<file path="src/sv/evs_pkg.sv">
// ----------------------------------------------------------------------------
// evs_pkg: shared constants for the signature verify block
// Field widths, register map and reset values of the configuration registers.
// ----------------------------------------------------------------------------
`default_nettype none

package evs_pkg;

   // default operand width of the modulus
   localparam int MOD_BITS_DEF = 16;

   // widths of item fields and configuration registers
   localparam int FIELD_W    = 16;
   localparam int REG_W      = 16;
   localparam int CSR_DATA_W = 32;
   localparam int CSR_ADDR_W = 4;
   localparam int REG_IDX_W  = 2;

   // register indexes (byte address is 4 * index)
   localparam logic [REG_IDX_W-1:0] REG_MODULUS    = 2'd0;
   localparam logic [REG_IDX_W-1:0] REG_GENERATOR  = 2'd1;
   localparam logic [REG_IDX_W-1:0] REG_PUBLIC_KEY = 2'd2;

   // reset values
   localparam logic [REG_W-1:0] MODULUS_RST    = 16'd2;
   localparam logic [REG_W-1:0] GENERATOR_RST  = 16'd1;
   localparam logic [REG_W-1:0] PUBLIC_KEY_RST = 16'd1;

endpackage

`default_nettype wire

</file>
<file path="src/sv/evs_modmul.sv">
// ----------------------------------------------------------------------------
// evs_modmul: iterative modular multiplier
// Forms a*b in one registered step, then reduces mod p by restoring
// division, one product bit per cycle. done pulses with the residue ready.
// ----------------------------------------------------------------------------
`default_nettype none

module evs_modmul #(
   parameter int MOD_BITS = evs_pkg::MOD_BITS_DEF,
   parameter int OPW      = evs_pkg::FIELD_W
) (
   input  wire logic                clock,
   input  wire logic                reset,
   input  wire logic                start,
   input  wire logic [OPW-1:0]      op_a,
   input  wire logic [OPW-1:0]      op_b,
   input  wire logic [MOD_BITS-1:0] modulus,
   output logic                     done,
   output logic [MOD_BITS-1:0]      result
);

   localparam int PW = 2 * OPW;
   localparam int CW = $clog2(PW);

   localparam logic [1:0] U_IDLE = 2'd0;
   localparam logic [1:0] U_MUL  = 2'd1;
   localparam logic [1:0] U_RED  = 2'd2;

   logic [1:0]          state_ff, state_in;
   logic                done_ff, done_in;
   logic [CW-1:0]       cnt_ff, cnt_in;
   logic [OPW-1:0]      a_ff, a_in;
   logic [OPW-1:0]      b_ff, b_in;
   logic [MOD_BITS-1:0] p_ff, p_in;
   logic [PW-1:0]       prod_ff, prod_in;
   logic [MOD_BITS-1:0] rem_ff, rem_in;
   logic [MOD_BITS:0]   trial;

   // one restoring step: bring down the next product bit, subtract if it fits
   assign trial = {rem_ff, prod_ff[PW-1]};

   always_comb begin
      state_in = state_ff;
      done_in  = 1'b0;
      cnt_in   = cnt_ff;
      a_in     = a_ff;
      b_in     = b_ff;
      p_in     = p_ff;
      prod_in  = prod_ff;
      rem_in   = rem_ff;
      case (state_ff)
         U_IDLE: begin
            if (start) begin
               a_in     = op_a;
               b_in     = op_b;
               p_in     = modulus;
               state_in = U_MUL;
            end
         end
         U_MUL: begin
            prod_in  = a_ff * b_ff;
            rem_in   = '0;
            cnt_in   = CW'(PW - 1);
            state_in = U_RED;
         end
         U_RED: begin
            if (trial >= {1'b0, p_ff}) begin
               rem_in = MOD_BITS'(trial - {1'b0, p_ff});
            end else begin
               rem_in = trial[MOD_BITS-1:0];
            end
            prod_in = {prod_ff[PW-2:0], 1'b0};
            cnt_in  = cnt_ff - 1'b1;
            if (cnt_ff == '0) begin
               done_in  = 1'b1;
               state_in = U_IDLE;
            end
         end
         default: begin
            state_in = U_IDLE;
         end
      endcase
   end

   // control
   always_ff @(posedge clock) begin
      if (reset) begin
         state_ff <= U_IDLE;
         done_ff  <= 1'b0;
      end else begin
         state_ff <= state_in;
         done_ff  <= done_in;
      end
   end

   // datapath
   always_ff @(posedge clock) begin
      cnt_ff  <= cnt_in;
      a_ff    <= a_in;
      b_ff    <= b_in;
      p_ff    <= p_in;
      prod_ff <= prod_in;
      rem_ff  <= rem_in;
   end

   assign done   = done_ff;
   assign result = rem_ff;

endmodule

`default_nettype wire

</file>
<file path="src/sv/elgamal_signature_verify.sv">
// Operation: a modulus below two is answered without any modular product; otherwise
//   the modular products are three base reductions, one per set exponent bit, one
//   square per bit below the top set bit and one final product, all at OPW =
//   max(MOD_BITS, 16) bits; the shared unit does one bit a cycle.
// Throughput: one item at a time; busy drops with the result strobe, which the
//   receiver cannot stall. Reset: synchronous; modulus 2, generator 1, key 1.
// ----------------------------------------------------------------------------
// elgamal_signature_verify: signature check top level
// Computes y^s1 * s1^s2 and g^m mod p by square-and-multiply on one shared
// modular multiplier and strobes whether they match.
// ----------------------------------------------------------------------------
`default_nettype none

module elgamal_signature_verify #(
   parameter int MOD_BITS = evs_pkg::MOD_BITS_DEF
) (
   input  wire logic                            clock,
   input  wire logic                            reset,
   // configuration port
   input  wire logic                            psel,
   input  wire logic                            penable,
   input  wire logic                            pwrite,
   input  wire logic [evs_pkg::CSR_ADDR_W-1:0]  paddr,
   input  wire logic [evs_pkg::CSR_DATA_W-1:0]  pwdata,
   output logic      [evs_pkg::CSR_DATA_W-1:0]  prdata,
   output logic                                 pready,
   // item input
   input  wire logic                            start,
   output logic                                 busy,
   input  wire logic [evs_pkg::FIELD_W-1:0]     req_sig_first,
   input  wire logic [evs_pkg::FIELD_W-1:0]     req_sig_second,
   input  wire logic [evs_pkg::FIELD_W-1:0]     req_message,
   // result
   output logic                                 rsp_valid,
   output logic                                 rsp_verified
);

   localparam int FW  = evs_pkg::FIELD_W;
   localparam int OPW = (MOD_BITS > FW) ? MOD_BITS : FW;

   // sequencer states
   localparam logic [2:0] S_IDLE  = 3'd0;
   localparam logic [2:0] S_START = 3'd1;
   localparam logic [2:0] S_PREP  = 3'd2;
   localparam logic [2:0] S_BASE  = 3'd3;
   localparam logic [2:0] S_LOOP  = 3'd4;
   localparam logic [2:0] S_MUL   = 3'd5;
   localparam logic [2:0] S_SQR   = 3'd6;
   localparam logic [2:0] S_COMB  = 3'd7;

   // which power is being formed
   localparam logic [1:0] PH_KEY = 2'd0;
   localparam logic [1:0] PH_SIG = 2'd1;
   localparam logic [1:0] PH_GEN = 2'd2;

   logic [evs_pkg::REG_W-1:0] modulus_ff, generator_ff, public_key_ff;
   logic [2:0]                state_ff, state_in;
   logic [1:0]                phase_ff, phase_in;
   logic [FW-1:0]             exp_ff, exp_in;
   logic [MOD_BITS-1:0]       acc_ff, acc_in;
   logic [MOD_BITS-1:0]       base_ff, base_in;
   logic [MOD_BITS-1:0]       lhs_ff, lhs_in;
   logic [FW-1:0]             s1_ff, s2_ff, msg_ff;
   logic                      rsp_valid_ff, rsp_valid_in;
   logic                      rsp_verified_ff, rsp_verified_in;

   logic                      cfg_write;
   logic [evs_pkg::REG_IDX_W-1:0] cfg_idx;
   logic [MOD_BITS-1:0]       p_op;
   logic [OPW-1:0]            base_raw;
   logic [FW-1:0]             exp_raw;
   logic                      mm_start;
   logic [OPW-1:0]            mm_a, mm_b;
   logic                      mm_done;
   logic [MOD_BITS-1:0]       mm_result;
   logic                      accept;

   // configuration registers
   assign pready    = 1'b1;
   assign cfg_write = psel && penable && pwrite;
   assign cfg_idx   = paddr[evs_pkg::CSR_ADDR_W-1:2];

   always_ff @(posedge clock) begin
      if (reset) begin
         modulus_ff    <= evs_pkg::MODULUS_RST;
         generator_ff  <= evs_pkg::GENERATOR_RST;
         public_key_ff <= evs_pkg::PUBLIC_KEY_RST;
      end else if (cfg_write) begin
         case (cfg_idx)
            evs_pkg::REG_MODULUS:    modulus_ff    <= pwdata[evs_pkg::REG_W-1:0];
            evs_pkg::REG_GENERATOR:  generator_ff  <= pwdata[evs_pkg::REG_W-1:0];
            evs_pkg::REG_PUBLIC_KEY: public_key_ff <= pwdata[evs_pkg::REG_W-1:0];
            default: ;
         endcase
      end
   end

   // register read-back
   always_comb begin
      case (cfg_idx)
         evs_pkg::REG_MODULUS:    prdata = evs_pkg::CSR_DATA_W'(modulus_ff);
         evs_pkg::REG_GENERATOR:  prdata = evs_pkg::CSR_DATA_W'(generator_ff);
         evs_pkg::REG_PUBLIC_KEY: prdata = evs_pkg::CSR_DATA_W'(public_key_ff);
         default:                 prdata = '0;
      endcase
   end

   // operands taken at the modulus width
   assign p_op   = MOD_BITS'(modulus_ff);
   assign accept = start && !busy;

   // base and exponent of the current power
   always_comb begin
      case (phase_ff)
         PH_KEY: begin
            base_raw = OPW'(MOD_BITS'(public_key_ff));
            exp_raw  = s1_ff;
         end
         PH_SIG: begin
            base_raw = OPW'(s1_ff);
            exp_raw  = s2_ff;
         end
         default: begin
            base_raw = OPW'(MOD_BITS'(generator_ff));
            exp_raw  = msg_ff;
         end
      endcase
   end

   // sequencer
   always_comb begin
      state_in        = state_ff;
      phase_in        = phase_ff;
      exp_in          = exp_ff;
      acc_in          = acc_ff;
      base_in         = base_ff;
      lhs_in          = lhs_ff;
      rsp_valid_in    = 1'b0;
      rsp_verified_in = rsp_verified_ff;
      mm_start        = 1'b0;
      mm_a            = OPW'(acc_ff);
      mm_b            = OPW'(base_ff);
      case (state_ff)
         S_IDLE: begin
            if (accept) begin
               state_in = S_START;
            end
         end
         S_START: begin
            // a modulus below two never verifies
            if (p_op < MOD_BITS'(2)) begin
               rsp_valid_in    = 1'b1;
               rsp_verified_in = 1'b0;
               state_in        = S_IDLE;
            end else begin
               phase_in = PH_KEY;
               state_in = S_PREP;
            end
         end
         S_PREP: begin
            // reduce the base, acc starts at one
            mm_start = 1'b1;
            mm_a     = base_raw;
            mm_b     = OPW'(1);
            exp_in   = exp_raw;
            acc_in   = MOD_BITS'(1);
            state_in = S_BASE;
         end
         S_BASE: begin
            if (mm_done) begin
               base_in  = mm_result;
               state_in = S_LOOP;
            end
         end
         S_LOOP: begin
            if (exp_ff == '0) begin
               case (phase_ff)
                  PH_KEY: begin
                     lhs_in   = acc_ff;
                     phase_in = PH_SIG;
                     state_in = S_PREP;
                  end
                  PH_SIG: begin
                     mm_start = 1'b1;
                     mm_a     = OPW'(lhs_ff);
                     mm_b     = OPW'(acc_ff);
                     state_in = S_COMB;
                  end
                  default: begin
                     rsp_valid_in    = 1'b1;
                     rsp_verified_in = (lhs_ff == acc_ff);
                     state_in        = S_IDLE;
                  end
               endcase
            end else if (exp_ff[0]) begin
               mm_start = 1'b1;
               state_in = S_MUL;
            end else begin
               mm_start = 1'b1;
               mm_a     = OPW'(base_ff);
               state_in = S_SQR;
            end
         end
         S_MUL: begin
            if (mm_done) begin
               acc_in = mm_result;
               // skip the square once no exponent bits remain
               if (exp_ff[FW-1:1] == '0) begin
                  exp_in   = '0;
                  state_in = S_LOOP;
               end else begin
                  mm_start = 1'b1;
                  mm_a     = OPW'(base_ff);
                  state_in = S_SQR;
               end
            end
         end
         S_SQR: begin
            if (mm_done) begin
               base_in  = mm_result;
               exp_in   = {1'b0, exp_ff[FW-1:1]};
               state_in = S_LOOP;
            end
         end
         S_COMB: begin
            if (mm_done) begin
               lhs_in   = mm_result;
               phase_in = PH_GEN;
               state_in = S_PREP;
            end
         end
         default: begin
            state_in = S_IDLE;
         end
      endcase
   end

   // control registers
   always_ff @(posedge clock) begin
      if (reset) begin
         state_ff     <= S_IDLE;
         rsp_valid_ff <= 1'b0;
      end else begin
         state_ff     <= state_in;
         rsp_valid_ff <= rsp_valid_in;
      end
   end

   // payload registers
   always_ff @(posedge clock) begin
      phase_ff        <= phase_in;
      exp_ff          <= exp_in;
      acc_ff          <= acc_in;
      base_ff         <= base_in;
      lhs_ff          <= lhs_in;
      rsp_verified_ff <= rsp_verified_in;
      if (accept) begin
         s1_ff  <= req_sig_first;
         s2_ff  <= req_sig_second;
         msg_ff <= req_message;
      end
   end

   // shared multiply and reduce unit
   evs_modmul #(
      .MOD_BITS (MOD_BITS),
      .OPW      (OPW)
   ) u_modmul (
      .clock   (clock),
      .reset   (reset),
      .start   (mm_start),
      .op_a    (mm_a),
      .op_b    (mm_b),
      .modulus (p_op),
      .done    (mm_done),
      .result  (mm_result)
   );

   assign busy         = (state_ff != S_IDLE);
   assign rsp_valid    = rsp_valid_ff;
   assign rsp_verified = rsp_verified_ff;

endmodule

`default_nettype wire

</file>
<file path="config.mk">
export PLATFORM = sky130hd
export DESIGN_NAME = elgamal_signature_verify
export DESIGN_NICKNAME = d
export VERILOG_FILES = /design/src/sv/evs_pkg.sv /design/src/sv/evs_modmul.sv /design/src/sv/elgamal_signature_verify.sv
export SDC_FILE = /design/constraint.sdc
export NUM_CORES = 1
export LEC_CHECK = 0
export BUFFER_PORTS_ARGS = -buffer_cell sky130_fd_sc_hd__clkbuf_2
export CORE_MARGIN = 10
export CORE_UTILIZATION = 55
export CTS_BUF_LIST = sky130_fd_sc_hd__clkbuf_8
export CTS_CLUSTER_SIZE = 30
export DETAILED_ROUTE_END_ITERATION = 16
export HOLD_SLACK_MARGIN = 0.06
export PLACE_DENSITY = 0.81
export SLEW_MARGIN = 10
export SYNTH_ARGS = -nofsm -noshare
export SYNTH_HDL_FRONTEND = slang
export SYNTH_SLANG_ARGS = --single-unit
</file>
<file path="constraint.sdc">
create_clock -name clock -period 11.5 [get_ports clock]
set_clock_uncertainty 0.15 [all_clocks]
set_input_delay 1.15 -clock clock [delete_from_list [all_inputs] [get_ports clock]]
set_output_delay 1.15 -clock clock [all_outputs]
set_load 0.05 [all_outputs]
</file>
Yosys cells after proc, flatten, opt, wreduce, memory -nomap -nowiden --
Cells that the tools add are included.
Operators by class: add/subtract/negate cells 2, multiply operators 1, $lt $le $gt $ge 2, equal/unequal tests 26, mux-type cells 57, bitwise logic cells 1, reduce and logical (&&, ||, !) cells 33
Operators by type and width (count):
- $mux 16 | 14
- $pmux 16 s2 | 6
- $pmux 16 s3 | 3
- $pmux 32 s2 | 1
- $mul 16x16->32 | 1
- $pmux 3 s7 | 1
- $mux 2 | 9
- $ge 17x16->1 | 1
- $eq 16x16->1 | 1
- $logic_not 16->1 | 1
- $lt 16x2->1 const B | 1
- $reduce_and 4->1 | 4
- $sub 16x16->16 | 1
- $logic_not 15->1 | 1
- $mux 3 | 5
- $ne 2x2->1 const B | 7
- $reduce_and 2->1 | 7
- $eq 3x3->1 const B | 4
- $ne 2x1->1 const B | 6
- $pmux 2 s3 | 2
- $mux 1 | 11
- $pmux 5 s2 | 1
- $reduce_bool 3->1 | 3
- $reduce_bool 2->1 | 4
- 16 further kinds | 27
Storage, ports and cells: bits in registers 271, output and inout bits 36, logic and storage cells 144

Depth between registers and ports, before layout --
depth in word-level cells 6, gate-level depth with buffers 23, gate-level depth less buffers 22

Modules after synthesis --
A second synthesis with hierarchy kept.
Second synthesis, totals: cells, all modules 2222, area, all modules 21829.7 um2
By module, submodules not included:
- evs_modmul | instances 1, cells an instance 1351, area each 13272.7 um2, sequential area each 3093.0 um2
- elgamal_signature_verify | instances 1, cells an instance 871, area each 8557.0 um2, sequential area each 4494.3 um2

Worst setup path after synthesis --
OpenSTA, ideal clock, no wires.
path kind reg-to-reg, start point register u_modmul.b_ff[4], end point register u_modmul.prod_ff[31], data pin, data arrival time 5.899 ns, path slack 5.184 ns, stages on the path, launching flop included 22, cell sequence edfxtp_1 clkbuf_1 and2_1 fa_1 inv_1 fa_1 inv_1 fa_1 fa_1 fa_1 inv_1 fa_1 inv_1 ha_1 a21oi_1 a21oi_1 o21ai_2 o31a_1 o31ai_4 a2111oi_4 o211ai_1 nor3b_2
Between the ends: cells in the longest elaborated chain, start to end 2
Ends and longest elaborated chain:
- from (decl) | RTL line evs_modmul.sv:33 | logic [OPW-1:0] b_ff, b_in;
- from (signal assigned) | RTL line evs_modmul.sv:100 | b_ff <= b_in;
- $mul 16x16->32 | RTL line evs_modmul.sv:61 | prod_in = a_ff * b_ff;
- $pmux 32 s2 | RTL line evs_modmul.sv:51 | case (state_ff)
- net u_modmul.prod_in[31] | RTL line evs_modmul.sv:35 | logic [PW-1:0] prod_ff, prod_in;
- to (signal assigned) | RTL line evs_modmul.sv:102 | prod_ff <= prod_in;
- to (decl) | RTL line evs_modmul.sv:35
The timed path passes the listed nets, and every way through them passes these cells. A chain may end at the register's enable or synchronous reset.

Final worst setup path --
start point register u_modmul.b_ff[10], end point register u_modmul.prod_ff[30], data pin
The elaborated chain is that of the path after synthesis.

==> results.md <==
- Post-synth design cell area: 0.0211 mm2
- Switch share: 35.9%
- Setup TNS: 0 ns
- Post-synth cell types: 70
- Rows: 71
- Arrival time worst endpoint: 7.33 ns
- WL final: 51500 um
- Post-cts resize count: 0
- Number of synthesized flops with an enable pin: 216
- CTS tree: yes
- Switching Power: around 1100 uW
- Placed Instance Area: 0.0219 mm2
- Asr flop ratio synth: 0%
- First-pass GRT wire length: 82200 um
- Critical path's most frequent cell: fa_1
- Fin. Hold Viols: 0
- Pwr/cell area: 140 mW/mm2
- Outcome: complete, no violations
- Pins over their slew limit: 0
- Sequential power share: 36.6%
- Nets: 2605
- Most used flip-flop cell after synthesis: edfxtp_1
- Layout cell share with drive strength beyond 1: 9.50%
- Final period util: roughly 62%
- Worst Tran Pin Value: 1.15 ns
- Type of origin of the critical path: flop
- CP Class: reg2reg
- Largest register by flop count: u_modmul.prod_ff
- Mapped Cells: 2149
- Peak VDD IR: 0.141 mV
- Clock network fraction of total power: between 20% and 30%
- Relative slew slack: 23.4%
- TritonRoute pass-1 iters: 9
- Starting Density: 55.9%
- Synthesis warning total: 0
- Internal power: 2040 uW
- Worst skew pair latency: 0.61 ns
- Hold Path Depth: 0
- Post-route cell area: 0.0228 mm2
- Synth-to-Final Area Change: 7.86%
- Detail Route Antenna Nets: 0
- Worst Setup End Kind: flop
- Die width: 216 um
- Number of CTS-inserted buffers: 45
- CP max FO: 16
- Mapped Avg Cell Area: 9.83 um2
- Setup violations, final: 0
- Worst Hold Class: reg2reg
- Largest net degree at the start of global routing: 89
- Clock sink count: 271
- Hold_buf cts: 0
- # diodes: 0
- Number of global-route vias before repair: roughly 16000
- Vias/cell: 5.71
- Number of port buffers: 90
- Max reg flops: 32
- RSZ-0062 raised after global routing: false
- Clk root buf: clkbuf_8
- DR WL/cell: 18.8 um
- Post-Route Utilization: between 60% and 70%
- Combinational group share of total power: 36.6%
- Routability cong.: 0.919
- H-tree Lvls: 2
- Clk slew on worst S/H paths: 0.06 ns
- Boundary Pins: 126
- Postcts setup bufs: 0
- Max Cap Viol: 0
- Layout fillers: 3022
- Synth Register Bits: around 270
- Initial antenna violation count: 0
- Sequential share of the synthesized area: a little over a third
- Gr usage total: 21.6%
- Hold Crit Start: modulus_ff[0]$_SDFFE_PP0P_
- Worst EP required: 11.65 ns
- Remaining DRCs: 0
- CTS max path bufs: 3
- Detailed Route Iter0 Violations: 1443
- Worst R2R Start: u_modmul.b_ff[10]$_DFFE_PP_
- Peak Freq: 139 MHz
- Crit path cell chain: and2_1, fa_1, inv_1, fa_1, inv_1, fa_1, fa_1, fa_1, inv_1, fa_1, inv_1, ha_1, nand2_1, nor2_1, a32o_1, a31oi_1, o211ai_1, a31oi_1, xor2_1, o21ai_0
- GRT overflow: 0
- Post-DP HPWL: 37300 um
- Slowest CP cell: edfxtp_1
- Via total after detailed routing: 15652
- Fin crit period: around 7 ns
- Startpoint of the worst setup timing path: u_modmul.b_ff[10]$_DFFE_PP_
- Die Area: 0.0466 mm2
- CP max stage delay: around 0.74 ns
- Leak Pwr: 0.00974 uW
- Die Y: 216 um
- Reg2reg path depth: 20
- Core Box Area: 0.0378 mm2
synthesized netlist by cell type (3+ instances only):
library cell | count | area [um2]
fa_1 | 195 | 3900
nand2b_1 | 4 | 25.0
o211ai_1 | 6 | 45.0
xnor2_1 | 25 | 219
ha_1 | 124 | 1550
a31o_2 | 3 | 26.3
o21ai_0 | 115 | 576
nand3_1 | 25 | 125
o31ai_1 | 3 | 22.5
o21a_1 | 5 | 37.5
a222oi_1 | 16 | 160
edfxtp_1 | 216 | 6490
xor2_1 | 28 | 245
buf_4 | 17 | 128
buf_2 | 5 | 25.0
nor3b_1 | 4 | 30.0
nor2_1 | 58 | 218
mux2_2 | 19 | 214
o21bai_1 | 4 | 30.0
nor4_1 | 11 | 68.8
or2_2 | 7 | 43.8
nor2b_1 | 7 | 43.8
mux2i_1 | 51 | 510
nand3b_1 | 3 | 22.5
a21oi_1 | 101 | 505
or3_1 | 8 | 50.1
a211oi_1 | 10 | 75.1
and3_1 | 10 | 62.6
a31oi_1 | 5 | 31.3
a41oi_1 | 3 | 26.3
nand2_1 | 421 | 1580
dfxtp_1 | 55 | 1100
clkbuf_1 | 91 | 342
buf_1 | 7 | 26.3
o22ai_1 | 3 | 18.8
inv_1 | 260 | 976
nor3_1 | 21 | 105
and2_1 | 137 | 857
a21o_1 | 18 | 135
nand4_1 | 9 | 56.3
placed cells by master, fill, tap and decap left out, types with 5 or more instances in the layout:
| cell | count |
|---|---|
| nand2_1 | 421 |
| inv_1 | 277 |
| edfxtp_1 | 216 |
| fa_1 | 195 |
| and2_1 | 137 |
| ha_1 | 122 |
| o21ai_0 | 115 |
| a21oi_1 | 101 |
| clkbuf_2 | 90 |
| nor2_1 | 56 |
| dfxtp_1 | 55 |
| mux2i_1 | 51 |
| clkbuf_8 | 48 |
| xor2_1 | 28 |
| nand3_1 | 25 |
| xnor2_1 | 25 |
| nor3_1 | 20 |
| mux2_2 | 19 |
| a21o_1 | 18 |
| conb_1 | 17 |
| a222oi_1 | 16 |
| buf_4 | 16 |
| nor4_1 | 11 |
| and3_1 | 10 |
| a211oi_1 | 10 |
| nand4_1 | 9 |
| or3_1 | 8 |
| or2_2 | 7 |
| o211ai_1 | 6 |
| clkinv_2 | 6 |
| clkinv_1 | 6 |
| a31oi_1 | 5 |
| o21a_1 | 5 |
| nor2b_1 | 5 |
routing by layer:
metal	share of wire, %	GRT usage (%)
met4	3.8	9.30
met5	0	0
met3	8.0	4.13
met2	50	37.5
met1	38	25.6
area by class of cell:
type | count | area (um2) | share of cell area [%]
Timing Repair Buffer | 106 | 571 | 2.50
Sequential cell | 271 | 7590 | 33.3
Clock inverter | 35 | 229 | 1.01
Clock buffer | 48 | 661 | 2.90
Inverter | 260 | 976 | 4.28
Tap cell | 511 | 639 | 2.81
Multi-Input combinational cell | 1512 | 12100 | 53.2
critical path, delay by kind of cell (launching register included):
kind	cells	cell delay [ns]
and+or+nand+nor	3	0.56
DFF	1	0.74
xor gates and xnor gates	1	0.17
buffers and inverters	4	0.22
adders and majority gates	7	3.53
AOI/OAI and AO/OA	5	1.48
worst paths after layout:
kind	slack (ns)	endpoint
max	4.32	u_modmul.prod_ff[30]$_DFFE_PP_
min	0.31	u_modmul.p_ff[0]$_DFFE_PP_
max reg2reg	4.32	u_modmul.prod_ff[30]$_DFFE_PP_
min reg2reg	0.31	u_modmul.p_ff[0]$_DFFE_PP_
logic make-up after synthesis:
group,synth area share (%)
AOI/OAI and AO/OA,9.65
xor gates and xnor gates,2.20
adders and majority gates,25.8
buffers and inverters,7.14
DFF,35.9
muxes,3.43
other,0.0356
and+or+nand+nor,15.8
through the flow:
step	power, uW	cells	hold slack [ns]	setup WS, ns
finish	3190	2743	0.313	4.32
global route	3380	2743	0.331	4.13
floorplan	2070	2164	0.279	5.18
CTS	3190	2743	0.309	4.42
detailed placement	2340	2660	0.296	4.46
global placement	2280	2660	0.292	4.54
power by group through the flow:
stage	sequential [uW]	clock [uW]	combinational, uW
floorplan	1170	0	902
global placement	1180	0	1090
detailed placement	1190	0	1150
CTS	1170	867	1160
global route	1170	914	1300
finish	1170	854	1170
No activity file was read; power rests on OpenSTA's default activity.
